`config.mk`:
```
export PLATFORM = sky130hd
export DESIGN_NAME = sjf_nonpreemptive_scheduler
export DESIGN_NICKNAME = d
export VERILOG_FILES = /design/src/sv/sjf_pkg.sv /design/src/sv/sjf_job_ram.sv /design/src/sv/sjf_pick.sv /design/src/sv/sjf_nonpreemptive_scheduler.sv
export VERILOG_INCLUDE_DIRS = /design/src /design/src/sv
export SDC_FILE = /design/constraint.sdc
export NUM_CORES = 1
export LEC_CHECK = 0
export ABC_AREA = 1
export BUFFER_PORTS_ARGS = -buffer_cell sky130_fd_sc_hd__buf_2
export CORE_AREA = 2 2 266 268
export CTS_BUF_LIST = sky130_fd_sc_hd__clkbuf_2
export DETAILED_ROUTE_END_ITERATION = 16
export DIE_AREA = 0 0 268 270
export PLACE_DENSITY = 0.69
export SETUP_SLACK_MARGIN = 0.3
export SLEW_MARGIN = 15
export SYNTH_ARGS = -nofsm -noshare
export SYNTH_HDL_FRONTEND = slang
export SYNTH_SLANG_ARGS = --single-unit
```
`constraint.sdc`:
```
create_clock -name clock -period 4.3 [get_ports clock]
set_input_delay 0.86 -clock clock [delete_from_list [all_inputs] [get_ports clock]]
set_output_delay 0.86 -clock clock [all_outputs]
set_load 0.005 [all_outputs]
```
`src/sv/sjf_nonpreemptive_scheduler_assert.svh`:
```
// Assertion macros shared by the scheduler RTL.
`ifndef SJF_NONPREEMPTIVE_SCHEDULER_ASSERT_SVH
`define SJF_NONPREEMPTIVE_SCHEDULER_ASSERT_SVH

// Same-cycle implication, disabled during reset.
`define SJF_ASSERT_NOW(lbl, clk, rst, ante, cons) \
   lbl: assert property (@(posedge clk) disable iff (rst) (ante) |-> (cons)) \
      else $error("scheduler assertion failed");

// Next-cycle implication, disabled during reset.
`define SJF_ASSERT_NXT(lbl, clk, rst, ante, cons) \
   lbl: assert property (@(posedge clk) disable iff (rst) (ante) |=> (cons)) \
      else $error("scheduler assertion failed");

`endif

```
`src/sv/sjf_pkg.sv`:
```
// Shared constants and types of the shortest-job-first scheduler.
package sjf_pkg;

   localparam int MAX_JOBS  = 16;
   localparam int IDX_W     = (MAX_JOBS > 1) ? $clog2(MAX_JOBS) : 1;
   localparam int CNT_W     = $clog2(MAX_JOBS + 1);
   localparam int BURST_W   = 16;
   localparam int ARR_W     = 16;
   localparam int TIME_W    = 21;
   localparam int SUM_W     = 25;
   localparam int JOB_IDX_W = 4;
   localparam int WORD_W    = BURST_W + ARR_W;

   typedef logic [IDX_W-1:0]   idx_type;
   typedef logic [CNT_W-1:0]   cnt_type;
   typedef logic [BURST_W-1:0] burst_type;
   typedef logic [ARR_W-1:0]   arr_type;
   typedef logic [TIME_W-1:0]  time_type;
   typedef logic [SUM_W-1:0]   sum_type;
   typedef logic [WORD_W-1:0]  word_type;

   typedef enum logic [1:0] {
      ST_LOAD,
      ST_SCAN,
      ST_DRAIN,
      ST_DECIDE
   } state_type;

   // One store entry as it comes out of the memory during a scan.
   typedef struct packed {
      logic     vld;
      idx_type  idx;
      logic     pending;
      logic     first;
      time_type now;
   } scan_type;

   // Best candidates found by a scan.
   typedef struct packed {
      logic      found_ready;
      idx_type   rdy_idx;
      burst_type rdy_burst;
      arr_type   rdy_arr;
      logic      found_any;
      idx_type   erl_idx;
      burst_type erl_burst;
      arr_type   erl_arr;
   } pick_type;

endpackage

```
`src/sv/sjf_job_ram.sv`:
```
// Job store: one write port, one registered read port.
module sjf_job_ram (
   input  logic             clock,
   input  logic             wr_en,
   input  sjf_pkg::idx_type wr_addr,
   input  sjf_pkg::word_type wr_data,
   input  sjf_pkg::idx_type rd_addr,
   output sjf_pkg::word_type rd_data
);
   import sjf_pkg::*;

   word_type mem [MAX_JOBS];
   word_type rd_data_ff;

   always_ff @(posedge clock) begin
      if (wr_en) begin
         mem[wr_addr] <= wr_data;
      end
      rd_data_ff <= mem[rd_addr];
   end

   assign rd_data = rd_data_ff;

endmodule

```
`src/sv/sjf_pick.sv`:
```
// Scan comparator: tracks the shortest ready job and the earliest pending job.
module sjf_pick (
   input  logic              clock,
   input  logic              reset,
   input  logic              clear,
   input  sjf_pkg::scan_type scan,
   input  sjf_pkg::burst_type burst,
   input  sjf_pkg::arr_type  arrival,
   output sjf_pkg::pick_type pick
);
   import sjf_pkg::*;

   pick_type pick_ff;
   pick_type pick_in;
   logic     ready;
   logic     take_rdy;
   logic     take_erl;

   always_comb begin
      // On the first selection of a pass only job zero qualifies.
      if (scan.first) begin
         ready = (scan.idx == '0);
      end else begin
         ready = scan.pending && (TIME_W'(arrival) <= scan.now);
      end
      take_rdy = scan.vld && ready &&
                 (!pick_ff.found_ready || (burst < pick_ff.rdy_burst));
      // Earliest arrival, then shortest burst among equal arrivals.
      take_erl = scan.vld && scan.pending &&
                 (!pick_ff.found_any || (arrival < pick_ff.erl_arr) ||
                  ((arrival == pick_ff.erl_arr) && (burst < pick_ff.erl_burst)));

      pick_in = pick_ff;
      if (clear) begin
         pick_in.found_ready = 1'b0;
         pick_in.found_any   = 1'b0;
      end else begin
         if (take_rdy) begin
            pick_in.found_ready = 1'b1;
            pick_in.rdy_idx     = scan.idx;
            pick_in.rdy_burst   = burst;
            pick_in.rdy_arr     = arrival;
         end
         if (take_erl) begin
            pick_in.found_any = 1'b1;
            pick_in.erl_idx   = scan.idx;
            pick_in.erl_burst = burst;
            pick_in.erl_arr   = arrival;
         end
      end
   end

   always_ff @(posedge clock) begin
      if (reset) begin
         pick_ff <= '0;
      end else begin
         pick_ff <= pick_in;
      end
   end

   assign pick = pick_ff;

endmodule

```
`src/sv/sjf_nonpreemptive_scheduler.sv`:
```
// Non-preemptive shortest-job-first scheduler, top level.
// Loading: one job word per cycle while idle; a last_job word starts the pass.
// Pass: each result comes from a memory scan of all stored jobs, a drain state
// and a decide state; the decide state waits while the result port stalls.
// First result registers after the scan, drain and decide states that follow the last_job word.
// Reset (synchronous) clears state, counters, pending flags; store stays as is.
module sjf_nonpreemptive_scheduler (
   input  logic                           clock,
   input  logic                           reset,
   input  logic                           req_valid,
   output logic                           req_stall,
   input  logic [sjf_pkg::BURST_W-1:0]    req_burst_time,
   input  logic [sjf_pkg::ARR_W-1:0]      req_arrival_time,
   input  logic                           req_last_job,
   output logic                           rsp_valid,
   input  logic                           rsp_stall,
   output logic [sjf_pkg::JOB_IDX_W-1:0]  rsp_job_index,
   output logic [sjf_pkg::TIME_W-1:0]     rsp_start_time,
   output logic [sjf_pkg::TIME_W-1:0]     rsp_wait_time,
   output logic [sjf_pkg::SUM_W-1:0]      rsp_total_wait,
   output logic                           rsp_last_result
);
   import sjf_pkg::*;

   `include "sjf_nonpreemptive_scheduler_assert.svh"

   state_type state_ff, state_in;
   cnt_type   count_ff;
   cnt_type   done_ff;
   idx_type   addr_ff;
   idx_type   rd_idx_ff;
   logic      rd_vld_ff;
   logic      first_ff;
   time_type  time_ff, time_in;
   sum_type   sum_ff, sum_in;
   logic [MAX_JOBS-1:0] pending_ff;

   logic [JOB_IDX_W-1:0] rsp_job_index_ff;
   time_type  rsp_start_time_ff;
   time_type  rsp_wait_time_ff;
   sum_type   rsp_total_wait_ff;
   logic      rsp_last_result_ff;
   logic      rsp_valid_ff;

   logic      req_acc;
   logic      store_ok;
   logic      ram_we;
   logic      issue;
   logic      pick_clear;
   logic      out_free;
   logic      emit;
   logic      is_last;
   logic      scan_end;
   idx_type   sel_idx;
   burst_type sel_burst;
   arr_type   sel_arr;
   time_type  start;
   time_type  wait_val;
   word_type  rd_word;
   scan_type  scan;
   pick_type  pick;

   sjf_job_ram u_ram (
      .clock   (clock),
      .wr_en   (ram_we),
      .wr_addr (count_ff[IDX_W-1:0]),
      .wr_data ({req_burst_time, req_arrival_time}),
      .rd_addr (addr_ff),
      .rd_data (rd_word)
   );

   always_comb begin
      scan.vld     = rd_vld_ff;
      scan.idx     = rd_idx_ff;
      scan.pending = pending_ff[rd_idx_ff];
      scan.first   = first_ff;
      scan.now     = time_ff;
   end

   sjf_pick u_pick (
      .clock   (clock),
      .reset   (reset),
      .clear   (pick_clear),
      .scan    (scan),
      .burst   (rd_word[WORD_W-1:ARR_W]),
      .arrival (rd_word[ARR_W-1:0]),
      .pick    (pick)
   );

   // Control outputs of the sequencer.
   always_comb begin
      req_stall  = (state_ff != ST_LOAD);
      req_acc    = req_valid && !req_stall;
      store_ok   = (count_ff < CNT_W'(MAX_JOBS));
      ram_we     = req_acc && store_ok;
      issue      = (state_ff == ST_SCAN);
      pick_clear = issue && (addr_ff == '0);
      scan_end   = (CNT_W'(addr_ff) == CNT_W'(count_ff - 1'b1));
      out_free   = !rsp_valid_ff || !rsp_stall;
      emit       = (state_ff == ST_DECIDE) && out_free;
      is_last    = (done_ff == CNT_W'(count_ff - 1'b1));

      // With nothing ready, jump the clock to the earliest pending arrival.
      if (pick.found_ready) begin
         sel_idx   = pick.rdy_idx;
         sel_burst = pick.rdy_burst;
         sel_arr   = pick.rdy_arr;
         start     = time_ff;
      end else begin
         sel_idx   = pick.erl_idx;
         sel_burst = pick.erl_burst;
         sel_arr   = pick.erl_arr;
         start     = TIME_W'(pick.erl_arr);
      end
      if (start >= TIME_W'(sel_arr)) begin
         wait_val = TIME_W'(start - TIME_W'(sel_arr));
      end else begin
         wait_val = '0;
      end
      time_in = TIME_W'(start + TIME_W'(sel_burst));
      sum_in  = SUM_W'(sum_ff + SUM_W'(wait_val));
   end

   // Next state.
   always_comb begin
      state_in = state_ff;
      case (state_ff)
         ST_LOAD: begin
            if (req_acc && req_last_job) begin
               state_in = ST_SCAN;
            end
         end
         ST_SCAN: begin
            if (scan_end) begin
               state_in = ST_DRAIN;
            end
         end
         ST_DRAIN: begin
            state_in = ST_DECIDE;
         end
         ST_DECIDE: begin
            if (emit) begin
               state_in = is_last ? ST_LOAD : ST_SCAN;
            end
         end
         default: begin
            state_in = ST_LOAD;
         end
      endcase
   end

   always_ff @(posedge clock) begin
      if (reset) begin
         state_ff     <= ST_LOAD;
         count_ff     <= '0;
         done_ff      <= '0;
         addr_ff      <= '0;
         rd_vld_ff    <= 1'b0;
         first_ff     <= 1'b1;
         time_ff      <= '0;
         sum_ff       <= '0;
         pending_ff   <= '0;
         rsp_valid_ff <= 1'b0;
      end else begin
         state_ff  <= state_in;
         rd_vld_ff <= issue;
         if (issue && !scan_end) begin
            addr_ff <= addr_ff + 1'b1;
         end else begin
            addr_ff <= '0;
         end
         if (ram_we) begin
            count_ff                        <= count_ff + 1'b1;
            pending_ff[count_ff[IDX_W-1:0]] <= 1'b1;
         end
         if (out_free) begin
            rsp_valid_ff <= emit;
         end
         if (emit) begin
            if (is_last) begin
               // Close the set: drop all bookkeeping for the next one.
               count_ff   <= '0;
               done_ff    <= '0;
               first_ff   <= 1'b1;
               time_ff    <= '0;
               sum_ff     <= '0;
               pending_ff <= '0;
            end else begin
               done_ff             <= done_ff + 1'b1;
               first_ff            <= 1'b0;
               time_ff             <= time_in;
               sum_ff              <= sum_in;
               pending_ff[sel_idx] <= 1'b0;
            end
         end
      end
   end

   always_ff @(posedge clock) begin
      rd_idx_ff <= addr_ff;
      if (emit) begin
         rsp_job_index_ff   <= JOB_IDX_W'(sel_idx);
         rsp_start_time_ff  <= start;
         rsp_wait_time_ff   <= wait_val;
         rsp_total_wait_ff  <= is_last ? sum_in : '0;
         rsp_last_result_ff <= is_last;
      end
   end

   assign rsp_valid       = rsp_valid_ff;
   assign rsp_job_index   = rsp_job_index_ff;
   assign rsp_start_time  = rsp_start_time_ff;
   assign rsp_wait_time   = rsp_wait_time_ff;
   assign rsp_total_wait  = rsp_total_wait_ff;
   assign rsp_last_result = rsp_last_result_ff;

   `SJF_ASSERT_NOW(a_decide_has_job, clock, reset, state_ff == ST_DECIDE, pick.found_any)
   `SJF_ASSERT_NOW(a_count_bound, clock, reset, 1'b1, count_ff <= CNT_W'(MAX_JOBS))
   `SJF_ASSERT_NOW(a_done_below_count, clock, reset, state_ff != ST_LOAD, done_ff < count_ff)
   `SJF_ASSERT_NXT(a_pass_closes, clock, reset, emit && is_last,
                   (state_ff == ST_LOAD) && (count_ff == '0) && (pending_ff == '0))

endmodule
```
==> results of run 1 <==
## sequential cells by signal (all words and copies together) (netlist names)
register	cells
u_ram.mem	512
u_pick.pick	74
u_ram.rd_data	32
rsp_total_wait	25
sum_ff	25
rsp_start_time	21
rsp_wait_time	21
time_ff	21
pending_ff	16
count_ff	5
done_ff	5
addr_ff	4
rd_idx_ff	4
rsp_job_index	4
state_ff	2
first_ff	1
rd_vld_ff	1
rsp_last_result	1
rsp_valid	1
## power by group through the flow
stage                     clock network (W)  registers (W)  logic [W]
after floorplan                           0        0.00900    0.00362
after global placement                    0        0.00914    0.00514
after detailed placement                  0        0.00914    0.00521
after CTS                           0.00510        0.00898    0.00597
after global routing                0.00549        0.00904    0.00780
final                               0.00498        0.00899    0.00718
## logic make-up after synthesis
| kind of cell | count (synthesis) | synth area share [%] |
|---|---|---|
| buffers and inverters | 395 | 4.59 |
| AO/OA/AOI/OAI | 652 | 10.8 |
| flip-flops | 775 | 61.9 |
| adder cells (fa/ha/maj) | 129 | 4.74 |
| XOR/XNOR | 54 | 1.37 |
| AND/OR/NAND/NOR | 1378 | 16.6 |
## through the flow
stage | util, % | area (um^2)
after floorplan | - | 34600
after global placement | 52.5 | 36500
after detailed placement | 52.5 | 36500
after CTS | 56.4 | 39200
after global routing | 58.1 | 40400
final | 58.1 | 40400
## Yosys cell counts (all sizes together)
cell type    n
fa           3
xor2        38
dfxtp      191
inv        228
ha         126
a22oi        4
clkbuf     104
edfxtp     584
a21oi      251
nor3b        2
a31oi        4
nor4         6
nand2      640
nor3        22
or2         10
a221oi      38
o221ai      26
nand4       73
nand3b       8
xnor2       16
o32ai        1
a211oi       5
nand3      166
o21bai      20
and3         2
o21ai      233
o21a         1
o22ai       54
buf         61
clkinv       2
a21boi       3
nor2       449
o211ai       2
a21o        10
## area by class of cell
type	instances	area [um^2]	area share, %
Sequential cell	775	21400	52.9
Multi-Input combinational cell	2214	13000	32.2
Timing Repair Buffer	279	2130	5.27
Clock buffer	295	1480	3.65
Tap cell	940	1180	2.91
Inverter	230	876	2.17
Clock inverter	65	373	0.922
Antenna cell	4	10.0	0.0248
## layer usage
metal | global-route usage [%] | vias to the layer above
li1 | - | 12596
met1 | 32.9 | 12584
met2 | 41.9 | 1001
met3 | 5.52 | 222
met4 | 10.9 | 2
met5 | 0 | -
## worst max path at each step
| stage | from | endpoint | slack (ns) | depth (start not counted) |
|---|---|---|---|---|
| after floorplan | u_pick.pick[73] | rsp_total_wait[24] | 0.25 | 27 |
| after detailed placement | u_pick.pick[73] | rsp_total_wait[21] | -0.008 | 24 |
| after global routing | u_pick.pick[73] | sum_ff[24] | 0.07 | 26 |
| after global placement | u_pick.pick[73] | rsp_total_wait[24] | 0.14 | 23 |
| after CTS | u_pick.pick[73] | rsp_total_wait[24] | 0.30 | 24 |
| final | u_pick.pick[73] | rsp_total_wait[19] | 0.29 | 24 |
## critical path, delay by kind of cell, from the launching register on
| kind | cells | cell delay [ns] |
|---|---|---|
| AO/OA/AOI/OAI | 5 | 0.85 |
| adder cells (fa/ha/maj) | 2 | 0.56 |
| buffers and inverters | 4 | 0.64 |
| flip-flops | 1 | 0.39 |
| AND/OR/NAND/NOR | 13 | 1.34 |
## what timing repair did
item / 4_1_cts / 5_1_grt
setup buffers: 11 / 26
hold buffers: 37 / 0
gates resized for setup: 76 / 230
gates cloned: 2 / 0
pin swaps: 18 / 93
hold endpoints to repair: 576 / 0
endpoints found under the setup margin: 33 / 40
==> reports/summary.json, run 1 <==
{
  "cells_and_area": {
    "layout.cells.most_common": "sky130_fd_sc_hd__nand2_1",
    "area_growth_pct": 17.1,
    "post_route_cells_drive_above_1_share_pct": 21.2,
    "final_cell_count_no_fill": 4802,
    "finish.net_count": 3858,
    "filler_cell_count": 5886,
    "mostFrequentLayoutCells": "sky130_fd_sc_hd__nand2_1 (586), sky130_fd_sc_hd__edfxtp_1 (584), sky130_fd_sc_hd__nor2_1 (393)"
  },
  "setup_path": {
    "ff2ff_setup_slack_ns": 0.29,
    "crit-reg2reg-capture": "rsp_total_wait[19]",
    "setup_crit_path_kind": "flop to flop",
    "timing.critical_path.slowest_stage_cell": "sky130_fd_sc_hd__dfxtp_4",
    "setup.worst_path.start_class": "flop",
    "critical-path-max-stage-delay_ns": 0.39,
    "cp_data_required_time_ns": 5.45,
    "path_cells": "clkinvlp_4 > buf_6 > o21bai_4 > ha_4 > a21oi_1 > nand2_2 > nand2_1 > a22oi_2 > a31oi_4 > o21bai_4 > nor2_4 > buf_6 > buf_16 > nor2_4 > ha_4 > nand2_1 > nor4_2 > nand2_1 > nand2_2 > nand2_1 > nand2_1 > nand2_1 > nand2_1 > nor2_1",
    "crit_top_cell": "sky130_fd_sc_hd__nand2_1",
    "worstReg2RegStart": "u_pick.pick[73]",
    "path_max_fanout": 6,
    "cp_data_arrival_time_ns": 5.16,
    "worst_setup_path_end_kind": "flop",
    "timing.reg2reg.worst_path_depth": 24
  },
  "logic_synthesis": {
    "ys_seq_elements": 775,
    "syn_area_per_cell_um2": 10.2,
    "synth_seq_area_share_pct": 61.9,
    "yosysTopAreaCell": "sky130_fd_sc_hd__edfxtp_1",
    "post_synthesis_cell_area_um2": 34500,
    "post-synth-top-area-fraction_pct": 50.8,
    "post_synthesis_instance_total": 3383,
    "synth.yosys.warnings": 0,
    "synth.top_cells.by_area": "sky130_fd_sc_hd__edfxtp_1 (51%), sky130_fd_sc_hd__dfxtp_1 (11%), sky130_fd_sc_hd__nand2_1 (6.9%), sky130_fd_sc_hd__nor2_1 (4.8%), sky130_fd_sc_hd__ha_1 (4.6%)",
    "synth.net_count": 3549,
    "yosys.cell_types.count": 51
  },
  "sta": {
    "finalHoldViolCount": 0,
    "finalHoldWorstSlack_ns": 0.276,
    "maxClockFrequency_mhz": 250,
    "timing.final.setup_violations": 0,
    "final-max-slew-violation-count": 0,
    "tightestPinTransition_ns": 1.01,
    "layout_min_cycle_time_ns": 4.01,
    "min_period_over_period_pct": 93.2,
    "rsz0062_at_grt": "yes",
    "totalNegativeSetupSlack_ns": 0,
    "setup_ws_ns": 0.292,
    "skew_ns": 0.177,
    "max_slew_margin_pct": 32.6
  },
  "power": {
    "p_int_w": 0.0133,
    "power_leakage_nw": 15.6,
    "switching_share_pct": 37.1,
    "powerDensity_nw_per_um2": 523,
    "sequentialPowerShare_pct": 42.5,
    "worst_ir_drop_vdd_v": 0.000372,
    "combinational_share_of_power_pct": 34.0,
    "pwr-share-clk_pct": 23.6,
    "total_switching_power_w": 0.00784,
    "total_power_w": 0.0212
  },
  "clock_network": {
    "clock_tree_sinks": 775,
    "worst_skew_pair.late_latency_ns": 1.48,
    "worst_setup_hold_path_clk_slew_ns": 0.12,
    "clk_path_buf_depth": 3,
    "numCtsBuffers": 192,
    "ctsRootBufferMaster": "sky130_fd_sc_hd__clkbuf_2",
    "tritoncts": "yes",
    "htreeDepth": 4
  },
  "floorplanning": {
    "die_span_in_x_um": 268,
    "std_cell_rows": 97,
    "start_util_pct": 49.6,
    "io-pin-count": 111,
    "die_area_um2": 72400,
    "core_area_um2": 69500,
    "dieHeight_um": 270
  },
  "min_path": {
    "hp-class": "primary input to flop",
    "hold_path_depth": 2,
    "min_delay_worst_endpoint": "u_ram.mem[4][31]",
    "hp-start": "req_burst_time[15]"
  },
  "detailed_routing": {
    "drc": 0,
    "detail_route.wirelength.met1_mm": 39.0,
    "wire_length_on_met2_mm": 45.4,
    "top_signal_layer_used": "met5",
    "drt_pass1_iterations": 5,
    "routed_wl_mm": 94.3,
    "dr_total_vias": 26405,
    "detail_route.wl_per_cell_um": 19.6,
    "antenna_violating_nets_post_route": 0,
    "drtIter0Drc": 1974,
    "met3RoutedLength_mm": 6.67,
    "vias_per_cell": 5.50
  },
  "place": {
    "dpl_worst_slack_ns": -0.00756,
    "place_congestion": 0.985,
    "buffer_ports.inserted": 110,
    "placed_cells_incl_taps": 4362,
    "detailed_place_hpwl_mm": 55.2
  },
  "global_route": {
    "congestion_overflow_gr": 0,
    "grt_start_max_net_pins": 159,
    "antenna_found_initial": 5,
    "grtUsageTotal_pct": 25.6,
    "first_global_vias": 25108,
    "grt_first_pass_wirelength_mm": 141
  },
  "flow_run": {
    "maxCapViolations": 0
  },
  "run_status": {
    "outcome": "finished, final reports clean"
  }
}
Power figures use the tool's default switching activity.
==> run 2, diff against run 1 <==
ABC_AREA = not set   (was 1)
==> run 2 against run 1 <==
- hold slack improved by 0.025 ns
- sequential power about the same
- first-iteration DRC count is 3.0% lower
- non-clock buffer count grew 145
- maximum frequency fell by 16%
- combinational power shrank 4.0%
- global-route usage decreased by 0.66 points
- flip-flop and latch count stayed put
- the flow now finishes with violations (setup timing)
==> reports/summary.json, run 2 <==
{
  "clock_network": {
    "tritoncts": "yes",
    "worst_setup_hold_path_clk_slew_ns": 0.10,
    "worst_skew_pair.late_latency_ns": 1.48,
    "clk_path_buf_depth": 3,
    "ctsRootBufferMaster": "sky130_fd_sc_hd__clkbuf_2",
    "htreeDepth": 4,
    "numCtsBuffers": 195,
    "clock_tree_sinks": 775
  },
  "power": {
    "total_switching_power_w": 0.00710,
    "powerDensity_nw_per_um2": 511,
    "combinational_share_of_power_pct": 33.0,
    "worst_ir_drop_vdd_v": 0.000327,
    "power_leakage_nw": 15.2,
    "total_power_w": 0.0209,
    "pwr-share-clk_pct": 23.8,
    "sequentialPowerShare_pct": 43.2,
    "p_int_w": 0.0138,
    "switching_share_pct": 34.0
  },
  "place": {
    "placed_area_um2": 37700,
    "dpl_worst_slack_ns": -0.530,
    "buffer_ports.inserted": 110,
    "place_congestion": 0.952,
    "detailed_place_hpwl_mm": 55.4
  },
  "sta": {
    "finalHoldWorstSlack_ns": 0.301,
    "layout_min_cycle_time_ns": 4.75,
    "finalHoldViolCount": 0,
    "setup_ws_ns": -0.452,
    "timing.final.setup_violations": 33,
    "max_slew_margin_pct": 29.3,
    "tightestPinTransition_ns": 1.06,
    "rsz0062_at_grt": "yes",
    "skew_ns": 0.161,
    "min_period_over_period_pct": 111,
    "maxClockFrequency_mhz": 210,
    "final-max-slew-violation-count": 0
  },
  "logic_synthesis": {
    "post_synthesis_instance_total": 2597,
    "syn_area_per_cell_um2": 13.3,
    "synth_edf_count": 584,
    "synth.top_cells.by_area": "sky130_fd_sc_hd__edfxtp_1 (51%), sky130_fd_sc_hd__dfxtp_1 (11%), sky130_fd_sc_hd__mux2i_1 (5.3%), sky130_fd_sc_hd__ha_1 (4.6%), sky130_fd_sc_hd__mux4_2 (4.4%)",
    "synth_seq_area_share_pct": 61.9,
    "yosys.cell_types.count": 84,
    "yosysTopAreaCell": "sky130_fd_sc_hd__edfxtp_1",
    "synth.yosys.warnings": 0,
    "ys_top_cells_by_count": "sky130_fd_sc_hd__edfxtp_1 (584), sky130_fd_sc_hd__dfxtp_1 (191), sky130_fd_sc_hd__nand2_1 (188)",
    "post-synth-top-area-fraction_pct": 50.9,
    "share_of_async_settable_or_async_resettable_flops_after_synthesis_pct": 0,
    "ys_seq_elements": 775,
    "synth.net_count": 2763,
    "post_synthesis_cell_area_um2": 34500,
    "post-synth-top-count-cell": "sky130_fd_sc_hd__edfxtp_1",
    "ys.flop_type": "sky130_fd_sc_hd__edfxtp_1"
  },
  "floorplanning": {
    "std_cell_rows": 97,
    "start_util_pct": 49.6,
    "dieHeight_um": 270,
    "die_span_in_x_um": 268,
    "io-pin-count": 111,
    "core_area_um2": 69500,
    "die_area_um2": 72400
  },
  "cells_and_area": {
    "layout.cells.most_common": "sky130_fd_sc_hd__edfxtp_1",
    "filler_cell_count": 5529,
    "postLayoutCellArea_um2": 40900,
    "area_taken_by_multi_input_logic_gates_um2": 12900,
    "layout.core_utilization_pct": 58.8,
    "finish.net_count": 3250,
    "post_route_cells_drive_above_1_share_pct": 28.7,
    "largest_register_ff_count": 512,
    "area_growth_pct": 18.6,
    "sequential_cell_area_um2": 21400,
    "max_flop_register": "u_ram.mem",
    "mostFrequentLayoutCells": "sky130_fd_sc_hd__edfxtp_1 (584), sky130_fd_sc_hd__clkbuf_2 (279), sky130_fd_sc_hd__buf_4 (254)"
  },
  "detailed_routing": {
    "antenna_violating_nets_post_route": 0,
    "drc": 0,
    "dr_total_vias": 23729,
    "detail_route.wl_per_cell_um": 21.5,
    "routed_wl_mm": 90.4,
    "drtIter0Drc": 1914,
    "vias_per_cell": 5.65,
    "drt_pass1_iterations": 6
  },
  "run_status": {
    "violated_checks": "setup timing",
    "outcome": "complete, but fails checks"
  },
  "setup_path": {
    "worst_setup_path_end_kind": "flop",
    "setup_crit_path_kind": "flop to flop",
    "setup.worst_path.start_class": "flop",
    "path_max_fanout": 7,
    "cp_data_required_time_ns": 5.52,
    "ff2ff_setup_slack_ns": -0.45,
    "cp_data_arrival_time_ns": 5.97
  },
  "global_route": {
    "first_global_vias": 24179,
    "antenna_found_initial": 7,
    "grtUsageTotal_pct": 25.0,
    "grt_first_pass_wirelength_mm": 137,
    "congestion_overflow_gr": 0,
    "grt_start_max_net_pins": 100
  },
  "flow_run": {
    "maxCapViolations": 0
  },
  "min_path": {
    "hp-class": "primary input to flop"
  }
}
run 2: timing repair:
item / 4_1_cts / 5_1_grt
gates cloned: 4 / 0
endpoints found under the setup margin: 42 / 46
pin swaps: 52 / 47
hold buffers: 37 / 0
setup buffers: 31 / 13
endpoints found under the hold margin: 545 / 0
resized for setup: 48 / 73
run 2: layout make-up:
type	count	area share (%)
clock buffer	279	3.42
tap	940	2.88
inverter	104	0.961
sequential	775	52.3
timing repair buffer	424	7.88
clock inverter	84	1.09
multi-input combinational	1584	31.4
antenna	11	0.0673
run 2: worst max-delay path: stages (launching register included):
cell	delay, ns
sky130_fd_sc_hd__dfxtp_4	0.41
sky130_fd_sc_hd__buf_12	0.14
sky130_fd_sc_hd__mux2i_1	0.19
sky130_fd_sc_hd__ha_1	0.27
sky130_fd_sc_hd__a21o_1	0.20
sky130_fd_sc_hd__a21o_1	0.19
sky130_fd_sc_hd__a211oi_2	0.22
sky130_fd_sc_hd__nor2_2	0.08
sky130_fd_sc_hd__nor3_2	0.21
sky130_fd_sc_hd__nor2_2	0.08
sky130_fd_sc_hd__a311oi_4	0.31
sky130_fd_sc_hd__buf_6	0.20
sky130_fd_sc_hd__buf_6	0.11
sky130_fd_sc_hd__nor2_1	0.06
sky130_fd_sc_hd__ha_1	0.39
sky130_fd_sc_hd__nand2_2	0.08
sky130_fd_sc_hd__and3_4	0.18
sky130_fd_sc_hd__a41oi_2	0.20
sky130_fd_sc_hd__o211ai_1	0.15
sky130_fd_sc_hd__buf_4	0.18
sky130_fd_sc_hd__o21ai_4	0.14
sky130_fd_sc_hd__nand4_1	0.15
sky130_fd_sc_hd__buf_4	0.19
sky130_fd_sc_hd__xor2_2	0.15
sky130_fd_sc_hd__nor2_1	0.05
run 2: cell families (layout without fill, tap and decap cells):
| group | after synthesis | count (layout) | synth area share [%] |
|---|---|---|---|
| DFF | 775 | 775 | 61.9 |
| and+or+nand+nor | 611 | 611 | 8.26 |
| AOI/OAI and AO/OA | 508 | 508 | 10.1 |
| muxes | 272 | 272 | 10.4 |
| buffers and inverters | 238 | 891 | 2.90 |
| adders and majority gates | 129 | 129 | 4.75 |
| xor gates and xnor gates | 64 | 64 | 1.65 |
| other | 0 | 11 | 0 |
run 2: metrics by stage:
stage | TNS [ns] | std cells
detailed placement | -9.46 | 3741
global placement | -6.36 | 3741
finish | -7.99 | 4201
global route | -14.83 | 4197
CTS | -5.91 | 4176
floorplan | -6.93 | 2597
run 2: per-layer routing:
layer | GRT usage [%] | up-vias | wire, um
li1 | - | 10994 | -
met1 | 31.3 | 11691 | 36400
met3 | 4.58 | 210 | 5670
met4 | 11.2 | 0 | 3190
met5 | 0 | - | 0
met2 | 42.1 | 834 | 45100
run 2: power by group through the flow:
| stage | logic [W] | clock network [W] | registers, W |
|---|---|---|---|
| 6_report | 0.00689 | 0.00497 | 0.00902 |
| 5_1_grt | 0.00748 | 0.00551 | 0.00907 |
| 4_1_cts | 0.00647 | 0.00512 | 0.00902 |
| 3_5_place_dp | 0.00605 | 0 | 0.00918 |
| 3_3_place_gp | 0.00591 | 0 | 0.00916 |
| 2_1_floorplan | 0.00374 | 0 | 0.00898 |
run 2: final timing paths:
kind	from	cells after the start	to
worst max-delay path	u_pick.pick[73]	24	rsp_total_wait[24]
worst min-delay path	req_burst_time[4]	2	u_ram.mem[2][20]
worst max register to register	u_pick.pick[73]	24	rsp_total_wait[24]
worst min register to register	u_ram.rd_data[30]	2	u_pick.pick[30]
